**src/sv/tld_pkg.sv**
```systemverilog
package tld_pkg;

  localparam int unsigned BYTE_W = 8;
  localparam int unsigned LINE_W = 7;
  localparam int unsigned CFG_IDX_W = 3;

  localparam logic [CFG_IDX_W-1:0] CFG_MODE  = 3'd0;
  localparam logic [CFG_IDX_W-1:0] CFG_INTR  = 3'd1;
  localparam logic [CFG_IDX_W-1:0] CFG_QUIT  = 3'd2;
  localparam logic [CFG_IDX_W-1:0] CFG_ERASE = 3'd3;
  localparam logic [CFG_IDX_W-1:0] CFG_KILL  = 3'd4;
  localparam logic [CFG_IDX_W-1:0] CFG_EOF   = 3'd5;
  localparam logic [CFG_IDX_W-1:0] CFG_START = 3'd6;
  localparam logic [CFG_IDX_W-1:0] CFG_STOP  = 3'd7;

  localparam int unsigned MB_CRNL    = 0;
  localparam int unsigned MB_NOCR    = 1;
  localparam int unsigned MB_NLCR    = 2;
  localparam int unsigned MB_UCLC    = 3;
  localparam int unsigned MB_CANON   = 4;
  localparam int unsigned MB_ISIG    = 5;
  localparam int unsigned MB_ECHO    = 6;
  localparam int unsigned MB_ECHOCTL = 7;

  localparam logic [BYTE_W-1:0] RST_MODE  = 8'd241;
  localparam logic [BYTE_W-1:0] RST_INTR  = 8'd3;
  localparam logic [BYTE_W-1:0] RST_QUIT  = 8'd28;
  localparam logic [BYTE_W-1:0] RST_ERASE = 8'd127;
  localparam logic [BYTE_W-1:0] RST_KILL  = 8'd21;
  localparam logic [BYTE_W-1:0] RST_EOF   = 8'd4;
  localparam logic [BYTE_W-1:0] RST_START = 8'd17;
  localparam logic [BYTE_W-1:0] RST_STOP  = 8'd19;

  localparam logic [BYTE_W-1:0] CH_CR      = 8'd13;
  localparam logic [BYTE_W-1:0] CH_NL      = 8'd10;
  localparam logic [BYTE_W-1:0] CH_SPACE   = 8'd32;
  localparam logic [BYTE_W-1:0] CH_DEL     = 8'd127;
  localparam logic [BYTE_W-1:0] CH_CARET   = 8'd94;
  localparam logic [BYTE_W-1:0] CH_UPPER_A = 8'd65;
  localparam logic [BYTE_W-1:0] CH_UPPER_Z = 8'd90;
  localparam logic [BYTE_W-1:0] CASE_OFS   = 8'd32;
  localparam logic [BYTE_W-1:0] CTRL_OFS   = 8'd64;

  localparam logic [1:0] SIG_NONE = 2'd0;
  localparam logic [1:0] SIG_INTR = 2'd1;
  localparam logic [1:0] SIG_QUIT = 2'd2;

  localparam logic [1:0] ECHO_NONE = 2'd0;
  localparam logic [1:0] ECHO_ONE  = 2'd1;
  localparam logic [1:0] ECHO_TWO  = 2'd2;

  typedef enum logic [4:0] {
    S_IDLE   = 5'b00001,
    S_DEC    = 5'b00010,
    S_TAKE   = 5'b00100,
    S_ED_RD  = 5'b01000,
    S_ED_CHK = 5'b10000
  } state_t;

  typedef enum logic [2:0] {
    EK_EMPTY,
    EK_REFUSED,
    EK_SIGNAL,
    EK_STORE,
    EK_TAKE,
    EK_DEL_NOW,
    EK_DEL_PEND
  } emit_kind_t;

  typedef struct packed {
    logic is_take;
    logic empty;
    logic full;
    logic cr_drop;
    logic edit;
    logic kill;
    logic pause_hit;
    logic sig_hit;
    logic can_remove;
    logic echo_on;
    logic out_free;
  } tld_status_t;

  typedef struct packed {
    logic       accept;
    logic       rd_en;
    logic       rd_tail;
    logic       store;
    logic       take;
    logic       remove;
    logic       set_stop;
    logic       capture;
    logic       emit;
    emit_kind_t kind;
    logic       last;
  } tld_cmd_t;

  function automatic logic is_ctrl(input logic [BYTE_W-1:0] c);
    return (c < CH_SPACE) || c[BYTE_W-1];
  endfunction

endpackage

```
**src/sv/tld_ram.sv**
```systemverilog
module tld_ram #(
  parameter int unsigned WIDTH = 8,
  parameter int unsigned DEPTH = 64
) (
  input  logic                     clk,
  input  logic                     wr_en,
  input  logic [$clog2(DEPTH)-1:0] wr_addr,
  input  logic [WIDTH-1:0]         wr_data,
  input  logic                     rd_en,
  input  logic [$clog2(DEPTH)-1:0] rd_addr,
  output logic [WIDTH-1:0]         rd_data
);

  logic [WIDTH-1:0] mem_r [DEPTH];
  logic [WIDTH-1:0] rd_data_r;

  always_ff @(posedge clk) begin
    if (wr_en) begin
      mem_r[wr_addr] <= wr_data;
    end
    if (rd_en) begin
      rd_data_r <= mem_r[rd_addr];
    end
  end

  assign rd_data = rd_data_r;

endmodule

```
**src/sv/tld_ctrl.sv**
```systemverilog
module tld_ctrl (
  input  logic                clk,
  input  logic                rst_n,
  input  logic                in_valid,
  output logic                in_stall,
  input  tld_pkg::tld_status_t st,
  output tld_pkg::tld_cmd_t    cmd
);

  tld_pkg::state_t state_r, state_nxt;
  logic            pend_r, pend_nxt;

  always_ff @(posedge clk) begin
    if (!rst_n) begin
      state_r <= tld_pkg::S_IDLE;
      pend_r  <= 1'b0;
    end else begin
      state_r <= state_nxt;
      pend_r  <= pend_nxt;
    end
  end

  assign in_stall = (state_r != tld_pkg::S_IDLE);

  always_comb begin
    state_nxt = state_r;
    pend_nxt  = pend_r;
    cmd       = '0;
    cmd.kind  = tld_pkg::EK_EMPTY;
    unique case (state_r)
      tld_pkg::S_IDLE: begin
        if (in_valid) begin
          cmd.accept = 1'b1;
          state_nxt  = tld_pkg::S_DEC;
        end
      end
      tld_pkg::S_DEC: begin
        priority if (st.is_take) begin
          if (!st.empty) begin
            cmd.rd_en   = 1'b1;
            cmd.rd_tail = 1'b1;
            state_nxt   = tld_pkg::S_TAKE;
          end else if (st.out_free) begin
            cmd.emit  = 1'b1;
            cmd.kind  = tld_pkg::EK_EMPTY;
            cmd.last  = 1'b1;
            state_nxt = tld_pkg::S_IDLE;
          end
        end else if (st.full) begin
          if (st.out_free) begin
            cmd.emit  = 1'b1;
            cmd.kind  = tld_pkg::EK_REFUSED;
            cmd.last  = 1'b1;
            state_nxt = tld_pkg::S_IDLE;
          end
        end else if (st.cr_drop) begin
          if (st.out_free) begin
            cmd.emit  = 1'b1;
            cmd.kind  = tld_pkg::EK_EMPTY;
            cmd.last  = 1'b1;
            state_nxt = tld_pkg::S_IDLE;
          end
        end else if (st.edit) begin
          pend_nxt  = 1'b0;
          state_nxt = tld_pkg::S_ED_RD;
        end else if (st.pause_hit) begin
          if (st.out_free) begin
            cmd.set_stop = 1'b1;
            cmd.emit     = 1'b1;
            cmd.kind     = tld_pkg::EK_EMPTY;
            cmd.last     = 1'b1;
            state_nxt    = tld_pkg::S_IDLE;
          end
        end else if (st.sig_hit) begin
          if (st.out_free) begin
            cmd.emit  = 1'b1;
            cmd.kind  = tld_pkg::EK_SIGNAL;
            cmd.last  = 1'b1;
            state_nxt = tld_pkg::S_IDLE;
          end
        end else begin
          if (st.out_free) begin
            cmd.store = 1'b1;
            cmd.emit  = 1'b1;
            cmd.kind  = tld_pkg::EK_STORE;
            cmd.last  = 1'b1;
            state_nxt = tld_pkg::S_IDLE;
          end
        end
      end
      tld_pkg::S_TAKE: begin
        if (st.out_free) begin
          cmd.take  = 1'b1;
          cmd.emit  = 1'b1;
          cmd.kind  = tld_pkg::EK_TAKE;
          cmd.last  = 1'b1;
          state_nxt = tld_pkg::S_IDLE;
        end
      end
      tld_pkg::S_ED_RD: begin
        cmd.rd_en = 1'b1;
        state_nxt = tld_pkg::S_ED_CHK;
      end
      tld_pkg::S_ED_CHK: begin
        priority if (pend_r) begin
          // previous removal waits for its echo until we know whether it was the last
          if (st.out_free) begin
            cmd.emit = 1'b1;
            cmd.kind = tld_pkg::EK_DEL_PEND;
            cmd.last = !st.can_remove;
            if (st.can_remove) begin
              cmd.remove  = 1'b1;
              cmd.capture = 1'b1;
              state_nxt   = tld_pkg::S_ED_RD;
            end else begin
              pend_nxt  = 1'b0;
              state_nxt = tld_pkg::S_IDLE;
            end
          end
        end else if (st.can_remove && st.kill) begin
          cmd.remove = 1'b1;
          if (st.echo_on) begin
            cmd.capture = 1'b1;
            pend_nxt    = 1'b1;
          end
          state_nxt = tld_pkg::S_ED_RD;
        end else if (st.can_remove) begin
          if (st.out_free) begin
            cmd.remove = 1'b1;
            cmd.emit   = 1'b1;
            cmd.kind   = st.echo_on ? tld_pkg::EK_DEL_NOW : tld_pkg::EK_EMPTY;
            cmd.last   = 1'b1;
            state_nxt  = tld_pkg::S_IDLE;
          end
        end else begin
          if (st.out_free) begin
            cmd.emit  = 1'b1;
            cmd.kind  = tld_pkg::EK_EMPTY;
            cmd.last  = 1'b1;
            state_nxt = tld_pkg::S_IDLE;
          end
        end
      end
      default: begin
        state_nxt = tld_pkg::S_IDLE;
        pend_nxt  = 1'b0;
      end
    endcase
  end

endmodule

```
**src/sv/tld_datapath.sv**
```systemverilog
module tld_datapath #(
  parameter int unsigned RING_DEPTH = 64
) (
  input  logic                            clk,
  input  logic                            rst_n,
  input  logic                            in_operation,
  input  logic [tld_pkg::BYTE_W-1:0]      in_received_byte,
  input  logic                            cfg_valid,
  input  logic [tld_pkg::CFG_IDX_W-1:0]   cfg_index,
  input  logic [tld_pkg::BYTE_W-1:0]      cfg_data,
  input  logic                            out_stall,
  output logic                            out_valid,
  output logic [1:0]                      out_echo_count,
  output logic [tld_pkg::BYTE_W-1:0]      out_echo_first,
  output logic [tld_pkg::BYTE_W-1:0]      out_echo_second,
  output logic [1:0]                      out_signal_raised,
  output logic                            out_refused,
  output logic                            out_cooked_valid,
  output logic [tld_pkg::BYTE_W-1:0]      out_cooked_byte,
  output logic                            out_output_stopped,
  output logic [tld_pkg::LINE_W-1:0]      out_lines_ready,
  output logic                            out_last_of_run,
  input  tld_pkg::tld_cmd_t               cmd,
  output tld_pkg::tld_status_t            st
);

  localparam int unsigned PTR_W = $clog2(RING_DEPTH);
  localparam logic [PTR_W-1:0] PTR_LAST = PTR_W'(RING_DEPTH - 1);
  localparam logic [tld_pkg::LINE_W-1:0] LINE_MAX = tld_pkg::LINE_W'(RING_DEPTH);

  logic [tld_pkg::BYTE_W-1:0] mode_r, intr_r, quit_r, erase_r, kill_r, eof_r, start_r, stop_ch_r;
  logic                       op_r;
  logic [tld_pkg::BYTE_W-1:0] byte_r;
  logic [PTR_W-1:0]           head_r, head_nxt, tail_r, tail_nxt;
  logic [tld_pkg::LINE_W-1:0] line_r, line_nxt;
  logic                       stopped_r, stopped_nxt;
  logic                       pend_two_r;

  logic                       out_valid_r;
  logic [1:0]                 cnt_r;
  logic [tld_pkg::BYTE_W-1:0] e1_r, e2_r, cb_r;
  logic [1:0]                 sig_r;
  logic                       refd_r, cv_r, stp_r, last_r;
  logic [tld_pkg::LINE_W-1:0] lines_r;

  logic [1:0]                 cnt_c;
  logic [tld_pkg::BYTE_W-1:0] e1_c, e2_c, cb_c;
  logic [1:0]                 sig_c;
  logic                       refd_c, cv_c;

  logic [tld_pkg::BYTE_W-1:0] mapped;
  logic                       cr_drop;
  logic [PTR_W-1:0]           head_next, head_prev, tail_next, rd_addr;
  logic [tld_pkg::BYTE_W-1:0] rd_data;
  logic                       echo_on, del_two;

  tld_ram #(
    .WIDTH(tld_pkg::BYTE_W),
    .DEPTH(RING_DEPTH)
  ) u_ring (
    .clk    (clk),
    .wr_en  (cmd.store),
    .wr_addr(head_r),
    .wr_data(mapped),
    .rd_en  (cmd.rd_en),
    .rd_addr(rd_addr),
    .rd_data(rd_data)
  );

  assign head_next = (head_r == PTR_LAST) ? '0 : head_r + 1'b1;
  assign head_prev = (head_r == '0) ? PTR_LAST : head_r - 1'b1;
  assign tail_next = (tail_r == PTR_LAST) ? '0 : tail_r + 1'b1;
  assign rd_addr   = cmd.rd_tail ? tail_r : head_prev;
  assign echo_on   = mode_r[tld_pkg::MB_ECHO];

  // config registers
  always_ff @(posedge clk) begin
    if (!rst_n) begin
      mode_r    <= tld_pkg::RST_MODE;
      intr_r    <= tld_pkg::RST_INTR;
      quit_r    <= tld_pkg::RST_QUIT;
      erase_r   <= tld_pkg::RST_ERASE;
      kill_r    <= tld_pkg::RST_KILL;
      eof_r     <= tld_pkg::RST_EOF;
      start_r   <= tld_pkg::RST_START;
      stop_ch_r <= tld_pkg::RST_STOP;
    end else if (cfg_valid) begin
      unique case (cfg_index)
        tld_pkg::CFG_MODE:  mode_r    <= cfg_data;
        tld_pkg::CFG_INTR:  intr_r    <= cfg_data;
        tld_pkg::CFG_QUIT:  quit_r    <= cfg_data;
        tld_pkg::CFG_ERASE: erase_r   <= cfg_data;
        tld_pkg::CFG_KILL:  kill_r    <= cfg_data;
        tld_pkg::CFG_EOF:   eof_r     <= cfg_data;
        tld_pkg::CFG_START: start_r   <= cfg_data;
        tld_pkg::CFG_STOP:  stop_ch_r <= cfg_data;
      endcase
    end
  end

  // input mapping
  always_comb begin
    mapped  = byte_r;
    cr_drop = 1'b0;
    if (byte_r == tld_pkg::CH_CR) begin
      if (mode_r[tld_pkg::MB_CRNL]) begin
        mapped = tld_pkg::CH_NL;
      end else if (mode_r[tld_pkg::MB_NOCR]) begin
        cr_drop = 1'b1;
      end
    end else if (byte_r == tld_pkg::CH_NL && mode_r[tld_pkg::MB_NLCR]) begin
      mapped = tld_pkg::CH_CR;
    end
    if (mode_r[tld_pkg::MB_UCLC] && mapped >= tld_pkg::CH_UPPER_A
        && mapped <= tld_pkg::CH_UPPER_Z) begin
      mapped = mapped + tld_pkg::CASE_OFS;
    end
  end

  always_comb begin
    st            = '0;
    st.is_take    = op_r;
    st.empty      = (head_r == tail_r);
    st.full       = (head_next == tail_r);
    st.cr_drop    = cr_drop;
    st.edit       = mode_r[tld_pkg::MB_CANON] && (mapped == kill_r || mapped == erase_r);
    st.kill       = (mapped == kill_r);
    st.pause_hit  = mode_r[tld_pkg::MB_CANON] && (mapped == stop_ch_r || mapped == start_r);
    st.sig_hit    = mode_r[tld_pkg::MB_ISIG] && (mapped == intr_r || mapped == quit_r);
    st.can_remove = (head_r != tail_r) && (rd_data != tld_pkg::CH_NL) && (rd_data != eof_r);
    st.echo_on    = echo_on;
    st.out_free   = !out_valid_r || !out_stall;
  end

  // ring pointers, line count, stopped flag
  always_comb begin
    head_nxt    = head_r;
    tail_nxt    = tail_r;
    line_nxt    = line_r;
    stopped_nxt = stopped_r;
    if (cmd.store) begin
      head_nxt = head_next;
      if ((mapped == tld_pkg::CH_NL || mapped == eof_r) && line_r < LINE_MAX) begin
        line_nxt = line_r + 1'b1;
      end
    end
    if (cmd.remove) begin
      head_nxt = head_prev;
    end
    if (cmd.take) begin
      tail_nxt = tail_next;
      if ((rd_data == tld_pkg::CH_NL || rd_data == eof_r) && line_r != '0) begin
        line_nxt = line_r - 1'b1;
      end
    end
    if (cmd.set_stop) begin
      stopped_nxt = (mapped == stop_ch_r);
    end
  end

  always_ff @(posedge clk) begin
    if (!rst_n) begin
      head_r    <= '0;
      tail_r    <= '0;
      line_r    <= '0;
      stopped_r <= 1'b0;
    end else begin
      head_r    <= head_nxt;
      tail_r    <= tail_nxt;
      line_r    <= line_nxt;
      stopped_r <= stopped_nxt;
    end
  end

  always_ff @(posedge clk) begin
    if (cmd.accept) begin
      op_r   <= in_operation;
      byte_r <= in_received_byte;
    end
    if (cmd.capture) begin
      pend_two_r <= tld_pkg::is_ctrl(rd_data);
    end
  end

  // result payload
  assign del_two = (cmd.kind == tld_pkg::EK_DEL_PEND) ? pend_two_r : tld_pkg::is_ctrl(rd_data);

  always_comb begin
    cnt_c  = tld_pkg::ECHO_NONE;
    e1_c   = '0;
    e2_c   = '0;
    sig_c  = tld_pkg::SIG_NONE;
    refd_c = 1'b0;
    cv_c   = 1'b0;
    cb_c   = '0;
    unique case (cmd.kind)
      tld_pkg::EK_EMPTY: begin
      end
      tld_pkg::EK_REFUSED: begin
        refd_c = 1'b1;
      end
      tld_pkg::EK_SIGNAL: begin
        sig_c = (mapped == intr_r) ? tld_pkg::SIG_INTR : tld_pkg::SIG_QUIT;
      end
      tld_pkg::EK_STORE: begin
        if (echo_on) begin
          if (mapped == tld_pkg::CH_NL) begin
            cnt_c = tld_pkg::ECHO_TWO;
            e1_c  = tld_pkg::CH_NL;
            e2_c  = tld_pkg::CH_CR;
          end else if (tld_pkg::is_ctrl(mapped)) begin
            if (mode_r[tld_pkg::MB_ECHOCTL]) begin
              cnt_c = tld_pkg::ECHO_TWO;
              e1_c  = tld_pkg::CH_CARET;
              e2_c  = mapped + tld_pkg::CTRL_OFS;
            end
          end else begin
            cnt_c = tld_pkg::ECHO_ONE;
            e1_c  = mapped;
          end
        end
      end
      tld_pkg::EK_TAKE: begin
        cv_c = 1'b1;
        cb_c = rd_data;
      end
      tld_pkg::EK_DEL_NOW, tld_pkg::EK_DEL_PEND: begin
        cnt_c = del_two ? tld_pkg::ECHO_TWO : tld_pkg::ECHO_ONE;
        e1_c  = tld_pkg::CH_DEL;
        e2_c  = del_two ? tld_pkg::CH_DEL : '0;
      end
      default: begin
      end
    endcase
  end

  always_ff @(posedge clk) begin
    if (!rst_n) begin
      out_valid_r <= 1'b0;
    end else begin
      out_valid_r <= cmd.emit || (out_valid_r && out_stall);
    end
  end

  always_ff @(posedge clk) begin
    if (cmd.emit) begin
      cnt_r   <= cnt_c;
      e1_r    <= e1_c;
      e2_r    <= e2_c;
      sig_r   <= sig_c;
      refd_r  <= refd_c;
      cv_r    <= cv_c;
      cb_r    <= cb_c;
      stp_r   <= stopped_nxt;
      lines_r <= line_nxt;
      last_r  <= cmd.last;
    end
  end

  assign out_valid          = out_valid_r;
  assign out_echo_count     = cnt_r;
  assign out_echo_first     = e1_r;
  assign out_echo_second    = e2_r;
  assign out_signal_raised  = sig_r;
  assign out_refused        = refd_r;
  assign out_cooked_valid   = cv_r;
  assign out_cooked_byte    = cb_r;
  assign out_output_stopped = stp_r;
  assign out_lines_ready    = lines_r;
  assign out_last_of_run    = last_r;

endmodule

```
**src/sv/terminal_line_discipline_top.sv**
```systemverilog
// sequencing: an accepted request is decoded in S_DEC and its result is registered;
//   a take reads the ring tail and emits in S_TAKE, an erase reads in S_ED_RD and checks in
//   S_ED_CHK; a kill repeats both per removed byte, one result each when echo is on
// flow: the ring memory read is registered; in_stall holds new requests until S_IDLE, so no
//   request is taken before the previous one is done; a stalled result holds the next one back
// reset: synchronous active-low rst_n empties the ring, clears line count and stopped
//   flag and loads the default control bytes; ring contents are not cleared
module terminal_line_discipline_top #(
  parameter int unsigned RING_DEPTH = 64
) (
  input  logic                          clk,
  input  logic                          rst_n,
  input  logic                          in_valid,
  output logic                          in_stall,
  input  logic                          in_operation,
  input  logic [tld_pkg::BYTE_W-1:0]    in_received_byte,
  output logic                          out_valid,
  input  logic                          out_stall,
  output logic [1:0]                    out_echo_count,
  output logic [tld_pkg::BYTE_W-1:0]    out_echo_first,
  output logic [tld_pkg::BYTE_W-1:0]    out_echo_second,
  output logic [1:0]                    out_signal_raised,
  output logic                          out_refused,
  output logic                          out_cooked_valid,
  output logic [tld_pkg::BYTE_W-1:0]    out_cooked_byte,
  output logic                          out_output_stopped,
  output logic [tld_pkg::LINE_W-1:0]    out_lines_ready,
  output logic                          out_last_of_run,
  input  logic                          cfg_valid,
  output logic                          cfg_ready,
  input  logic [tld_pkg::CFG_IDX_W-1:0] cfg_index,
  input  logic [tld_pkg::BYTE_W-1:0]    cfg_data
);

  tld_pkg::tld_status_t st;
  tld_pkg::tld_cmd_t    cmd;

  assign cfg_ready = 1'b1;

  tld_ctrl u_ctrl (
    .clk     (clk),
    .rst_n   (rst_n),
    .in_valid(in_valid),
    .in_stall(in_stall),
    .st      (st),
    .cmd     (cmd)
  );

  tld_datapath #(
    .RING_DEPTH(RING_DEPTH)
  ) u_dp (
    .clk               (clk),
    .rst_n             (rst_n),
    .in_operation      (in_operation),
    .in_received_byte  (in_received_byte),
    .cfg_valid         (cfg_valid),
    .cfg_index         (cfg_index),
    .cfg_data          (cfg_data),
    .out_stall         (out_stall),
    .out_valid         (out_valid),
    .out_echo_count    (out_echo_count),
    .out_echo_first    (out_echo_first),
    .out_echo_second   (out_echo_second),
    .out_signal_raised (out_signal_raised),
    .out_refused       (out_refused),
    .out_cooked_valid  (out_cooked_valid),
    .out_cooked_byte   (out_cooked_byte),
    .out_output_stopped(out_output_stopped),
    .out_lines_ready   (out_lines_ready),
    .out_last_of_run   (out_last_of_run),
    .cmd               (cmd),
    .st                (st)
  );

endmodule

```
**config.mk**
```make
export PLATFORM = sky130hd
export DESIGN_NAME = terminal_line_discipline_top
export DESIGN_NICKNAME = d
export VERILOG_FILES = /design/src/sv/tld_pkg.sv /design/src/sv/tld_ram.sv /design/src/sv/tld_ctrl.sv /design/src/sv/tld_datapath.sv /design/src/sv/terminal_line_discipline_top.sv
export SDC_FILE = /design/constraint.sdc
export NUM_CORES = 1
export LEC_CHECK = 0
export BUFFER_PORTS_ARGS = -buffer_cell sky130_fd_sc_hd__buf_2
export CAP_MARGIN = 20
export CELL_PAD_IN_SITES_DETAIL_PLACEMENT = 1
export CELL_PAD_IN_SITES_GLOBAL_PLACEMENT = 2
export CORE_UTILIZATION = 48
export CTS_BUF_LIST = sky130_fd_sc_hd__clkbuf_4 sky130_fd_sc_hd__clkbuf_8
export DETAILED_ROUTE_END_ITERATION = 6
export PLACE_DENSITY = 0.89
export SLEW_MARGIN = 0
export SYNTH_ARGS = -nofsm -noshare
export SYNTH_HDL_FRONTEND = slang
export SYNTH_HIERARCHICAL = 1
export SYNTH_SLANG_ARGS = --single-unit
```
**constraint.sdc**
```tcl
create_clock -name clk -period 8.1 [get_ports clk]
set_input_delay 0 -clock clk [delete_from_list [all_inputs] [get_ports clk]]
set_output_delay 0 -clock clk [all_outputs]
set_load 0.02 [all_outputs]
```
# Word-level counts from Yosys, hierarchy flattened
# Memory sizes are Yosys's and may differ from the RTL's. A register that Yosys moved wholly into a read port is not among the register bits.
# Index checks and enable logic that the tools add are counted.
# totals
elab_cells	234
ram_bits	512
in_bits	25
ff_bits	140
latch_bits	0
mem_count	1
mem_bits_ro	0
output_inout_bits	42
# mem_list
name	words	width	read_ports	rd_clocked_by_memory_dff	wr	line_no	text
u_dp.u_ring.mem_r	64	8	1	1	1	tld_ram.sv:14	logic [WIDTH-1:0] mem_r [DEPTH];
# classes
n_lt_le_gt_ge	5
bitwise	1
n_mul	0
mux	108
shift	0
n_reduce_logical	40
n_eq_ne	44
addsub	7
div_mod_pow	0
# op_table
op	n
$mux 5	25
$mux 8	11
$eq 8x8->1	8
$mux 6	8
$mux 7	6
$mux 1	40
$eq 8x4->1 const B	4
$pmux 8 s2	2
$pmux 5 s5	1
$eq 3x3->1 const B	7
$mux 2	9
$reduce_and 2->1	9
$lt 8x6->1 const B	2
$pmux 5 s3	1
$add 6x1->6 const B	2
$eq 3x2->1 const B	4
$eq 6x6->1	2
$eq 6x6->1 const B	2
$logic_and 1x1->1	12
$ne 2x2->1 const B	5
$logic_or 1x1->1	9
$add 8x6->8 const B	1
$add 8x7->8 const B	1
$ge 8x7->1 const B	1
other kinds (30)	33

# Longest topological paths before layout
# Gate-level depths: netlist of run 1.
# depth
ltp_word	22
ltp_mapped	20
depth_no_buf	18

# Hierarchy
# The synthesis of run 1 kept the hierarchy.
# modules_own_cells
mod	area_per_inst_um2	seq_area_each_um2	n_inst	cells_per_inst
tld_ram	20270.7	15615.0	1	972
tld_datapath	7245.7	3173.0	1	827
tld_ctrl	579.3	120.1	1	86
terminal_line_discipline_top	11.3	0.0	1	2

# Least setup slack after synthesis of run 1
# Ideal clock, no wire load.
# synth_timing
path_type	reg-to-reg
from	register u_dp/byte_r[3] (netlist bit)
to	register u_dp.cb_r (netlist bit u_dp/out_cooked_byte[0]), enable pin
setup_slack_ns	1.699
arrival_time_ns	5.951
path_stages_with_launch	12
t_required_ns	7.650
path_buffers	0
path_cell_list	edfxtp_1 or3b_2 nor2_1 o2bb2ai_1 xnor2_1 nand4_1 nor4_1 a32o_1 nor4b_1 nor4_1 nor2_1 a21oi_1
# synth_rtl
item	line_no	text
start, declared	tld_datapath.sv:33	logic [tld_pkg::BYTE_W-1:0] byte_r;
start signal, assigned	tld_datapath.sv:178	byte_r <= in_received_byte;
end signal, assigned	tld_datapath.sv:253	cb_r <= cb_c;
end, declared	tld_datapath.sv:41	logic [tld_pkg::BYTE_W-1:0] e1_r, e2_r, cb_r;

==> impl_metrics.json, run 1 <==
{
  "status": "complete, no violations",
  "power_density_nw_per_um2": 226,
  "met2_usage": 0.426,
  "placed_cells": 2623,
  "r2r-end": "u_dp/out_lines_ready[6]",
  "syn_to_final_growth_pct": 11.8,
  "synth_common_cells": "569 x edfxtp_1, 203 x nand2_1, 139 x nor2_1, 124 x mux4_2, 91 x dfxtp_1",
  "start_kind": "register",
  "cts-root-buf": "clkbuf_8",
  "reg2reg_slack_ns": 1.50,
  "path_class": "reg2reg",
  "post-place-ws_ns": 1.40,
  "yosys-top-cells-area": "edfxtp_1 61%, mux4_2 9.9%, dfxtp_1 6.5%",
  "fin_cells": 2847,
  "synth.most_common_cell": "edfxtp_1",
  "fin_crit_sh": 0.815,
  "met3_usage": 0.0474,
  "irDropWorstVdd_mv": 0.173,
  "ioPinCount": 67,
  "top_usage_layer": "met2",
  "insertedDiodeCount": 0,
  "switching_power_w": 0.00173,
  "core_area_sq_um": 57800,
  "multi_input_area_sq_um": 8580,
  "rows": 88,
  "cp-startpoint": "u_dp/byte_r[4]",
  "setup_viol": 0,
  "place_hpwl_um": 48000,
  "wire_per_inst_um": 26.5,
  "synth_seq_cells": 660,
  "place.gp.congestion": 0.865,
  "grt_pass1_vias": 18200,
  "yosysWarnings": 6,
  "via_per_inst": 6.07,
  "worst_pin_slew_ns": 1.03,
  "cts_tree": "done",
  "grt-ovfl-total": 0,
  "grt_start_max_net_pins": 110,
  "power.share.clock": 0.379,
  "hold_buffers": 36,
  "power_frac_seq": 0.546,
  "grt_usage": 0.257,
  "finalPower_w": 0.00709,
  "leakage_nw": 10.6,
  "vias": 17300,
  "setup_ws_ns": 1.50,
  "synthFlopType": "edfxtp_1",
  "seq_area_frac_synth": 0.673,
  "synth_top_area_cell": "edfxtp_1",
  "power_switching_share": 0.243,
  "period_needed_ns": 6.60,
  "drive_gt1_frac": 0.199,
  "clk_pin_slew_ns": 0.06,
  "met1_usage": 0.340,
  "syn_inst": 1887,
  "cts_inserted_buffers": 103,
  "die-area_sq_um": 59500,
  "netlist_area_sq_um": 28100,
  "finalNetCount": 2035,
  "combPwrFrac": 0.075,
  "syn-num-nets": 1921,
  "nFillCells": 5564,
  "port_buffers": 65,
  "grt_pass1_wl_um": 114000,
  "endpoint": "u_dp/out_lines_ready[6]",
  "post-route-util": 0.543,
  "critPathMaxFanout": 66,
  "detail-route-antenna-nets": 0,
  "synth_edf_count": 569,
  "worst_ep_required_time_ns": 8.66,
  "rr_startpoint": "u_dp/byte_r[4]",
  "firstDrtPassIters": 5,
  "clockBufferDepth": 3,
  "regArea_sq_um": 18900,
  "htree_levels": 3,
  "netlist.area_leader.share": 0.608,
  "drc": 0,
  "critPathArrivalTime_ns": 7.16,
  "worstSetupEndpointType": "register",
  "synth_area_per_cell_sq_um": 14.9,
  "largest_reg_flops": 512,
  "fin_skew_ns": 0.0355,
  "r2r_cells": 19,
  "antenna_found_initial": 0,
  "rsz0062_at_grt": "no",
  "async_reset_ff_frac": 0,
  "fmax_ghz": 0.152,
  "internal_power_w": 0.00537,
  "netlist-cell-type-count": 85,
  "drv_cap": 0,
  "top_register": "u_dp/u_ring/mem_r",
  "hp-class": "in2reg",
  "insertion_delay_ns": 0.72,
  "die_h_um": 244,
  "routed_wl_um": 75400,
  "initial_core_util": 0.486,
  "drv_slew": 0,
  "finalHoldViolations": 0,
  "cts_setup_buffers": 0,
  "cts.sinks": 660,
  "drt_iter0_drc": 1591,
  "cts_resized": 0,
  "slew_headroom": 0.310,
  "dieWidth_um": 244,
  "setup_tns_ns": 0
}
==> layout make-up <==
type | instances | share of cell area
clock buffers | 137 | 0.0536
clock inverters | 49 | 0.00844
inverters | 32 | 0.00382
multi-input cells | 1082 | 0.273
flip-flops and latches | 660 | 0.602
well taps | 765 | 0.0305
repair buffers | 122 | 0.0286
==> cells in the final DEF, fill, tap and decap left out, types with 10 or more instances in the layout <==
cell	instances
buf_2	65
clkinv_2	15
dfxtp_1	91
buf_4	16
a21boi_0	38
nor3_1	20
clkinv_1	30
inv_1	26
nand4_1	17
clkbuf_8	105
mux4_2	124
o22ai_1	25
edfxtp_1	569
nand2b_1	14
and3_1	10
clkbuf_4	32
xnor2_1	51
a31oi_1	13
o21ai_0	45
mux2i_1	22
nor2b_1	28
xor2_1	22
nor4_1	12
a21oi_1	27
nand2_1	202
nand3_1	67
nor2_1	139
and2_1	26
dlygate4sd3_1	36
==> worst min path at each step <==
| stage | start | end | slack [ns] | cells after the start |
|---|---|---|---|---|
| CTS | in_received_byte[3] | u_dp/byte_r[3] | 0.004 | 2 |
| detailed placement | in_received_byte[6] | u_dp/byte_r[6] | 0.22 | 1 |
| finish | in_received_byte[3] | u_dp/byte_r[3] | 0.06 | 2 |
| global route | in_operation | u_dp/op_r | 0.02 | 2 |
| global placement | in_received_byte[4] | u_dp/byte_r[4] | 0.22 | 1 |
| floorplan | in_received_byte[0] | u_dp/byte_r[0] | 0.1 | 0 |
==> kinds of logic (layout without fill, tap and decap cells) <==
kind of cell	count (synthesis)	in the layout	share of synthesized area
AOI/OAI and AO/OA	246	246	0.0623
xor gates and xnor gates	73	73	0.0227
adders and majority gates	9	9	0.00401
buffers and inverters	145	340	0.0242
DFF	660	660	0.673
muxes	157	157	0.112
other	2	2	0.000267
and+or+nand+nor	595	595	0.102
==> per-stage QoR <==
| step | hold slack (ns) | cell area, sq um |
|---|---|---|
| floorplan | 0.0989 | 28100 |
| global placement | 0.220 | 29100 |
| detailed placement | 0.218 | 29100 |
| CTS | 0.00370 | 31400 |
| global route | 0.0224 | 31400 |
| finish | 0.0603 | 31400 |
==> routing by layer <==
metal | routed length [um] | vias up
met2 | 37000 | 754
met5 | 0 | -
met1 | 30500 | 8863
met3 | 5390 | 170
met4 | 2550 | 0
li1 | - | 7486
==> power groups by stage <==
stage	combinational, W	sequential [W]	clock [W]
floorplan	0.000314	0.00393	0
global placement	0.000482	0.00394	0
detailed placement	0.000513	0.00394	0
CTS	0.000526	0.00387	0.00276
global route	0.000568	0.00387	0.00287
finish	0.000531	0.00387	0.00269
==> critical path: stages (launching register included) <==
cell	delay, ns
edfxtp_1	0.81
buf_4	0.71
or3b_2	0.27
o21bai_1	0.09
a22oi_2	0.64
xor2_1	0.14
nand4_1	0.14
nor4_1	0.07
a32o_1	0.25
or4_1	0.58
nor3_1	0.24
and3_1	0.19
buf_4	0.25
nand2b_1	0.09
a2111oi_0	0.39
o211ai_1	0.21
o41ai_4	0.65
nand3_1	0.16
o31ai_1	0.37
o21a_1	0.16
Note: power is estimated with default switching activity, not from simulation.
==> run 2, diff against run 1 <==
--- a/config.mk
+++ b/config.mk
@@ -9,10 +9,10 @@
 export CAP_MARGIN = 20
 export CELL_PAD_IN_SITES_DETAIL_PLACEMENT = 1
 export CELL_PAD_IN_SITES_GLOBAL_PLACEMENT = 2
-export CORE_UTILIZATION = 48
+export CORE_UTILIZATION = 43
 export CTS_BUF_LIST = sky130_fd_sc_hd__clkbuf_4 sky130_fd_sc_hd__clkbuf_8
 export DETAILED_ROUTE_END_ITERATION = 6
-export PLACE_DENSITY = 0.89
+export PLACE_DENSITY = 0.85
 export SLEW_MARGIN = 0
 export SYNTH_ARGS = -nofsm -noshare
 export SYNTH_HDL_FRONTEND = slang
==> constraint.sdc (replaced) <==
create_clock -name clk -period 6 [get_ports clk]
set_input_delay 0 -clock clk [delete_from_list [all_inputs] [get_ports clk]]
set_output_delay 0 -clock clk [all_outputs]
set_load 0.02 [all_outputs]
==> run 2 against run 1 <==
  * Non-clock buffer count grew 74
  * Highest routed layer unchanged
  * Largest power group unchanged
  * Register-to-register slack worse by 1.2 ns
  * Critical path type unchanged
  * Sequential power rose by 35%
  * Global-route usage decreased by 1.8 points
  * Largest cell class unchanged
  * Clock skew grew 0.031 ns
==> impl_metrics.json, run 2 (synthesized netlist as in run 1, its figures left out) <==
{
  "wire_per_inst_um": 26.2,
  "grt_pass1_wl_um": 119000,
  "grt_start_max_net_pins": 92,
  "grt_pass1_vias": 18700,
  "cts_tree": "done",
  "fin_crit_sh": 0.957,
  "met1_usage": 0.319,
  "setup_ws_ns": 0.260,
  "critPathMaxFanout": 18,
  "port_buffers": 65,
  "finalHoldViolations": 0,
  "core_area_sq_um": 64500,
  "worstSetupEndpointType": "register",
  "setup_tns_ns": 0,
  "finalPower_w": 0.00993,
  "drc": 0,
  "rsz0062_at_grt": "no",
  "detail-route-antenna-nets": 0,
  "routed_wl_um": 79100,
  "drv_cap": 0,
  "grt_usage": 0.240,
  "firstDrtPassIters": 7,
  "largest_reg_flops": 512,
  "final_common_cell": "edfxtp_1",
  "vias": 17800,
  "status": "complete, no violations",
  "drt_iter0_drc": 1597,
  "hp-class": "in2reg",
  "htree_levels": 3,
  "critPathArrivalTime_ns": 6.08,
  "cts-root-buf": "clkbuf_8",
  "syn_to_final_growth_pct": 14.9,
  "clockBufferDepth": 3,
  "insertion_delay_ns": 0.77,
  "clk_pin_slew_ns": 0.06,
  "power_density_nw_per_um2": 307,
  "place_area_sq_um": 29700,
  "met3_usage": 0.0484,
  "irDropWorstVdd_mv": 0.180,
  "drv_slew": 0,
  "leakage_nw": 11.0,
  "post-place-ws_ns": 0.164,
  "final_cell_area_sq_um": 32300,
  "met2_usage": 0.391,
  "finalNetCount": 2113,
  "ioPinCount": 67,
  "top_usage_layer": "met2",
  "rows": 93,
  "die-area_sq_um": 66400,
  "start_kind": "register",
  "dieWidth_um": 258,
  "fmax_ghz": 0.174,
  "via_per_inst": 5.88,
  "place.gp.congestion": 0.923,
  "place_hpwl_um": 51900,
  "antenna_found_initial": 2,
  "setup_viol": 0,
  "cts.sinks": 660,
  "grt-ovfl-total": 0,
  "initial_core_util": 0.436,
  "final_cell_mix": "569 x edfxtp_1, 202 x nand2_1, 139 x nor2_1",
  "cts_inserted_buffers": 107,
  "die_h_um": 258,
  "fin_skew_ns": 0.0664,
  "top_register": "u_dp/u_ring/mem_r",
  "worst_ep_required_time_ns": 6.34,
  "path_class": "reg2reg",
  "slew_headroom": 0.263,
  "worst_pin_slew_ns": 1.09,
  "drive_gt1_frac": 0.228,
  "period_needed_ns": 5.74
}
==> run 2: changes by cell type in the layout (fill, tap and decap cells not counted), sizes merged <==
cell         before  now
buf              85  149
clkbuf          138  161
clkinv           45   26
dlygate4sd3      36   47
diode             0    2
bufinv            1    2
clkinvlp          1    0
inv              34   35
==> run 2: cell type report <==
| cell class | instances | area, sq um |
|---|---|---|
| clock inverter | 31 | 249 |
| antenna | 2 | 5.00 |
| sequential | 660 | 18900 |
| clock buffer | 161 | 1920 |
| multi-input combinational | 1082 | 8590 |
| inverter | 32 | 120 |
| timing repair buffer | 196 | 1450 |
| tap | 855 | 1070 |
| fill | 6347 | 32200 |
==> run 2: through the flow <==
stage	hold slack, ns	util	std cells
after floorplan	0.0989	-	1887
after global placement	0.181	0.460	2777
after global routing	0.126	0.501	3019
final	0.119	0.501	3019
after CTS	0.0843	0.501	3016
after detailed placement	0.185	0.460	2777
==> run 2: final timing paths <==
kind,slack (ns),end,from,depth (start not counted)
worst max-delay path,0.26,u_dp/u_ring/mem_r[38][4],u_dp/byte_r[1],16
worst min-delay path,0.12,u_dp/out_valid,out_stall,4
worst max register to register,0.26,u_dp/u_ring/mem_r[38][4],u_dp/byte_r[1],16
worst min register to register,0.49,u_dp/start_r[1],u_dp/start_r[1],2
==> run 2: worst max-delay path: stages, from the launching register on <==
cell and delay, ns:
edfxtp_1 0.55, or4_1 0.61, o2111a_1 0.43, a21oi_1 0.33
mux2_2 0.21, a2111oi_0 0.05, o21ai_0 0.11, nor4_1 0.07
buf_4 0.16, a32o_1 0.25, or4_1 0.60, nor3_1 0.22
and3_1 0.22, buf_4 0.29, nand2_1 0.11, or3_1 0.46
nor2_1 0.68
==> run 2: where the power goes <==
part / switching (W) / internal, W / total (W)
clock: 0.00182 / 0.00214 / 0.00396
sequential: 0.0000435 / 0.00517 / 0.00521
combinational: 0.000544 / 0.000210 / 0.000754
total: 0.00241 / 0.00751 / 0.00993
==> run 2: per-layer routing <==
metal | vias to the layer above | routed length [um]
li1 | 7641 | -
met1 | 9216 | 32800
met2 | 746 | 38300
met3 | 152 | 5580
met4 | 0 | 2440
met5 | - | 0
==> run 2: what timing repair did <==
item | in CTS | in global routing
setup buffers | 0 | 1
gates resized for setup | 0 | 1
endpoints found under the setup margin | 0 | 14
hold buffers | 47 | 0
hold endpoints to repair | 88 | 0
